**src/design/bfifo_pkg.sv**
```systemverilog
// Shared constants, codes and payload types of the block ring FIFO.
package bfifo_pkg;

  localparam int MAX_BLOCK_SIZE = 64;
  localparam int MAX_BLOCKS     = 16;
  localparam int SAMPLE_WIDTH   = 16;

  localparam int OFF_W   = $clog2(MAX_BLOCK_SIZE);
  localparam int SLOT_W  = $clog2(MAX_BLOCKS);
  localparam int ADDR_W  = SLOT_W + OFF_W;
  localparam int DEPTH   = MAX_BLOCKS * MAX_BLOCK_SIZE;

  // Configuration register widths and indexes.
  localparam int BS_W    = 7;
  localparam int NB_W    = 5;
  localparam int CFG_W   = 7;
  localparam int CIDX_W  = 1;
  localparam logic [CIDX_W-1:0] REG_BLOCK_SIZE = 1'd0;
  localparam logic [CIDX_W-1:0] REG_NUM_BLOCKS = 1'd1;
  localparam logic [BS_W-1:0]   BLOCK_SIZE_RST = 7'd64;
  localparam logic [NB_W-1:0]   NUM_BLOCKS_RST = 5'd16;

  // Operation codes.
  localparam logic [1:0] OP_WRITE = 2'd0;
  localparam logic [1:0] OP_READ  = 2'd1;
  localparam logic [1:0] OP_PEEK  = 2'd2;
  localparam logic [1:0] OP_CLEAR = 2'd3;

  // Result kinds.
  localparam logic [2:0] KIND_STORED  = 3'd0;
  localparam logic [2:0] KIND_DROPPED = 3'd1;
  localparam logic [2:0] KIND_ELEMENT = 3'd2;
  localparam logic [2:0] KIND_EMPTY   = 3'd3;
  localparam logic [2:0] KIND_CLEARED = 3'd4;

  typedef struct packed {
    logic [1:0]              op;
    logic [SAMPLE_WIDTH-1:0] sample;
  } in_t;

  typedef struct packed {
    logic [2:0]              kind;
    logic [SAMPLE_WIDTH-1:0] element;
    logic [5:0]              element_index;
    logic                    last;
    logic                    committed;
    logic                    full_flag;
    logic                    empty_flag;
  } out_t;

endpackage

```
**src/design/bfifo_outq.sv**
```systemverilog
// Two-entry result queue that decouples the result stream from the consumer.
module bfifo_outq (
  input  logic             clk,
  input  logic             rst,
  input  logic             push,
  input  bfifo_pkg::out_t  push_data,
  input  logic             pop,
  output logic             valid,
  output bfifo_pkg::out_t  head,
  output logic [1:0]       count
);

  bfifo_pkg::out_t e0, e1;
  bfifo_pkg::out_t e0_next, e1_next;
  logic [1:0]      count_next;
  logic [1:0]      kept;

  always_comb begin
    e0_next = e0;
    e1_next = e1;
    kept    = count;
    if (pop) begin
      e0_next = e1;
      kept    = count - 2'd1;
    end
    if (push) begin
      if (kept == 2'd0) begin
        e0_next = push_data;
      end else begin
        e1_next = push_data;
      end
    end
    count_next = kept + {1'b0, push};
  end

  always_ff @(posedge clk) begin
    if (rst) begin
      count <= 2'd0;
    end else begin
      count <= count_next;
    end
  end

  always_ff @(posedge clk) begin
    e0 <= e0_next;
    e1 <= e1_next;
  end

  assign valid = (count != 2'd0);
  assign head  = e0;

endmodule

```
**config.mk**
```make
export PLATFORM = sky130hd
export DESIGN_NAME = bfifo_outq
export DESIGN_NICKNAME = d
export VERILOG_FILES = /design/src/design/bfifo_pkg.sv /design/src/design/bfifo_outq.sv
export SDC_FILE = /design/constraint.sdc
export NUM_CORES = 1
export LEC_CHECK = 0
export ABC_AREA = 1
export BUFFER_PORTS_ARGS = -buffer_cell sky130_fd_sc_hd__clkbuf_2
export CELL_PAD_IN_SITES_DETAIL_PLACEMENT = 0
export CELL_PAD_IN_SITES_GLOBAL_PLACEMENT = 1
export CORE_MARGIN = 2
export CORE_UTILIZATION = 38
export DETAILED_ROUTE_END_ITERATION = 8
export GPL_ROUTABILITY_DRIVEN = 0
export PLACE_DENSITY_LB_ADDON = 0.1
export SYNTH_ARGS = -nofsm -noshare
export SYNTH_HDL_FRONTEND = slang
export SYNTH_SLANG_ARGS = --single-unit
```
**constraint.sdc**
```tcl
create_clock -name clk -period 4.06 [get_ports clk]
set_input_delay 0.812 -clock clk [delete_from_list [all_inputs] [get_ports clk]]
set_output_delay 0.812 -clock clk [all_outputs]
set_load 0.005 [all_outputs]
```
==> run summary <==
- 0 — post-CTS repair timing setup buffer count
- 0 — cts repair resizes
- 33 — peak fanout along the critical path
- 1877 — vias in the first global route
- edfxtp_1 — cell taking the most area after synthesis
- 0.740 ns — transition time of the tightest slew-check pin
- 0.07 ns — clock slew at the register clock pins of the worst setup and hold paths
- 24.6% — Syn-to-layout area delta
- 7000 um2 — DIE AREA
- 50.7% — max_slew headroom
- 29 — Std-Cell Rows
- input pin to flop — startpoint-to-endpoint class of the critical path
- 0 — number of endpoints failing setup at the final stage
- 2.78 ns — final critical path time including I/O delays and setup
- clkbuf_8 — clock root cell
- 644 — Filler Cell Count
- 13.4 um — routed wirelength normalized by instance count
- 61.8% — sequential area share after synthesis
- 0 — initial antenna violation count
- 38.7% — starting density of the core
- 9 — number of CTS-inserted buffers
- 83.7 um — overall die width
- 0.234 mV — peak supply drop
- 523 nW/um2 — ratio of total power to cell area
- 371 — number of nets in the finished design
- 3 — H-Tree Level Count
- 25.2% — share of final-layout standard cells stronger than drive strength 1
- 83.7 um — vertical die dimension
- 0 — count of antenna-violating nets left after detailed routing
- 2 — clock buffer depth
- completed — result of the run
- 0 — grt ovf
- false — unrepaired setup endpoints after global routing
- 0 — final number of hold-violating endpoints
- 17.3% — overall track demand over capacity in global routing
- 4.28 ns — Required @ worst endpoint
- input pin — Worst setup SP type
- 9450 um — first-pass GRT wire length
- 0.00733 ns — setup skew after layout
- 0.33 ns — clock latency reported for the late side of the worst-skew pair
- 0.359 GHz — Fmax
- 4.76 — average via count per standard cell
- 0 — Max-Cap Viols
- 65 — count of boundary I/O pins
- 6240 um2 — floorplan core area
- 0 — number of inserted diodes
- 0 — Pins Over Slew Limit
- 3430 um — DPL Wire Length
- 153 — Iter 0 DRT Violations
- 64 — PortBufs
- 8.81 um2 — mean instance size in the synthesized netlist
- 60 — number of register bits inferred by synthesis
- 68.6% — share of the clock period used by the worst path after layout
- 0 ns — final-layout setup total negative slack
- 60 — count of clock tree sinks
- 1991 — Vias
- 34 — maximum number of pins on one net before global-route repair
- 0 — hold-fix buffers at CTS
- 15 — Netlist cell types
- 4 — drt first pass iters
- flop to flop — worst min-delay path category
- done — CTS tree
- 5620 um — Total Wirelength
- 3.00 ns — arrival time worst endpoint
- edfxtp_1 (36%), dfxtp_1 (26%), nand2_1 (23%), nand4_1 (7.5%), buf_2 (1.9%) — cell types occupying the most area after synthesis
- 309 — net count of the mapped netlist
- 0 — number of DRC violations after detailed routing
- 0.00157 W — Total Power Consumption
- 1.52 nW — Leak Pwr
- 0 — Synthesis Warnings
- 36.1% — proportion of netlist area held by the largest area contributor
- 274 — gate count of the mapped netlist
- 2410 um2 — synthesized cell area
- flop — Worst Setup End Kind
[routing by layer]
layer	share of wire [%]	track usage [%]
met2	45	27.3
met5	0	0
met3	4.5	3.86
met4	2.1	8.36
met1	48	22.6
[where the power goes]
part	switching, W	leakage [nW]	total (W)	internal, W
clock network	0.000229	0.107	0.000570	0.000340
logic	0.000153	0.872	0.000251	0.0000981
registers	0.0000343	0.539	0.000751	0.000717
total	0.000417	1.52	0.00157	0.00116
[registers in the layout, indices dropped and copies added (netlist names)]
signal	flops
e1	29
head	29
count	2
[critical path, stage by stage]
cell and delay (ns):
clkbuf_2 0.56, nand2_1 0.11, nand2_1 0.43, nand3_1 0.55
buf_4 0.39, nand2_1 0.08, nand2_1 0.06
[cell usage after synthesis (all sizes together)]
cell,count
nand4,29
nand3,1
clkbuf,6
nor2,3
edfxtp,29
ha,2
inv,8
a21boi,1
dfxtp,31
o21ai,1
nand2,151
buf,12
[area by class of cell]
class	instances	area, um2	area share (%)
well taps	77	96.3	3.20
clock inverters	6	78.8	2.62
clock buffers	10	128	4.24
flip-flops and latches	60	1490	49.6
inverters	8	30.0	0.999
multi-input cells	188	825	27.4
repair buffers	69	358	11.9
[placed cells by master (no fill, tap or decap), drive strengths merged]
cell | Yosys | layout
nor2 | 3 | 3
a21boi | 1 | 1
clkinv | 0 | 4
nand3 | 1 | 1
nand2 | 151 | 151
buf | 12 | 5
nand4 | 29 | 29
dfxtp | 31 | 31
clkbuf | 6 | 74
bufinv | 0 | 2
edfxtp | 29 | 29
o21ai | 1 | 1
inv | 8 | 8
ha | 2 | 2
[through the flow]
| step | cell area, um2 | hold WS, ns | worst slack [ns] | std cells | util, % |
|---|---|---|---|---|---|
| global placement | 2800 | 0.511 | 0.910 | 402 | 44.9 |
| detailed placement | 2800 | 0.518 | 0.845 | 402 | 44.9 |
| floorplan | 2410 | 0.504 | 0.328 | 274 | - |
| global route | 3010 | 0.567 | 0.983 | 418 | 48.2 |
| finish | 3010 | 0.531 | 1.28 | 418 | 48.2 |
| CTS | 3010 | 0.533 | 1.19 | 418 | 48.2 |
[final timing paths]
| kind | slack (ns) | endpoint | cells after the start | startpoint |
|---|---|---|---|---|
| worst max-delay path | 1.28 | head[12]$_DFF_P_ | 7 | pop |
| worst min-delay path | 0.53 | head[20]$_DFF_P_ | 4 | e1[20]$_DFFE_PP_ |
| worst max register to register | 1.68 | e1[11]$_DFFE_PP_ | 7 | count[1]$_SDFF_PP0_ |
| worst min register to register | 0.53 | head[20]$_DFF_P_ | 4 | e1[20]$_DFFE_PP_ |
[cell families (layout without fill, tap and decap cells)]
kind of cell | Yosys count | after routing | synth area share [%]
flops | 60 | 60 | 61.8
buf+inv | 26 | 93 | 4.82
compound gates | 2 | 2 | 0.674
simple gates | 184 | 184 | 31.7
fa+ha+maj | 2 | 2 | 1.04
Note: power is estimated with default switching activity, not from simulation.
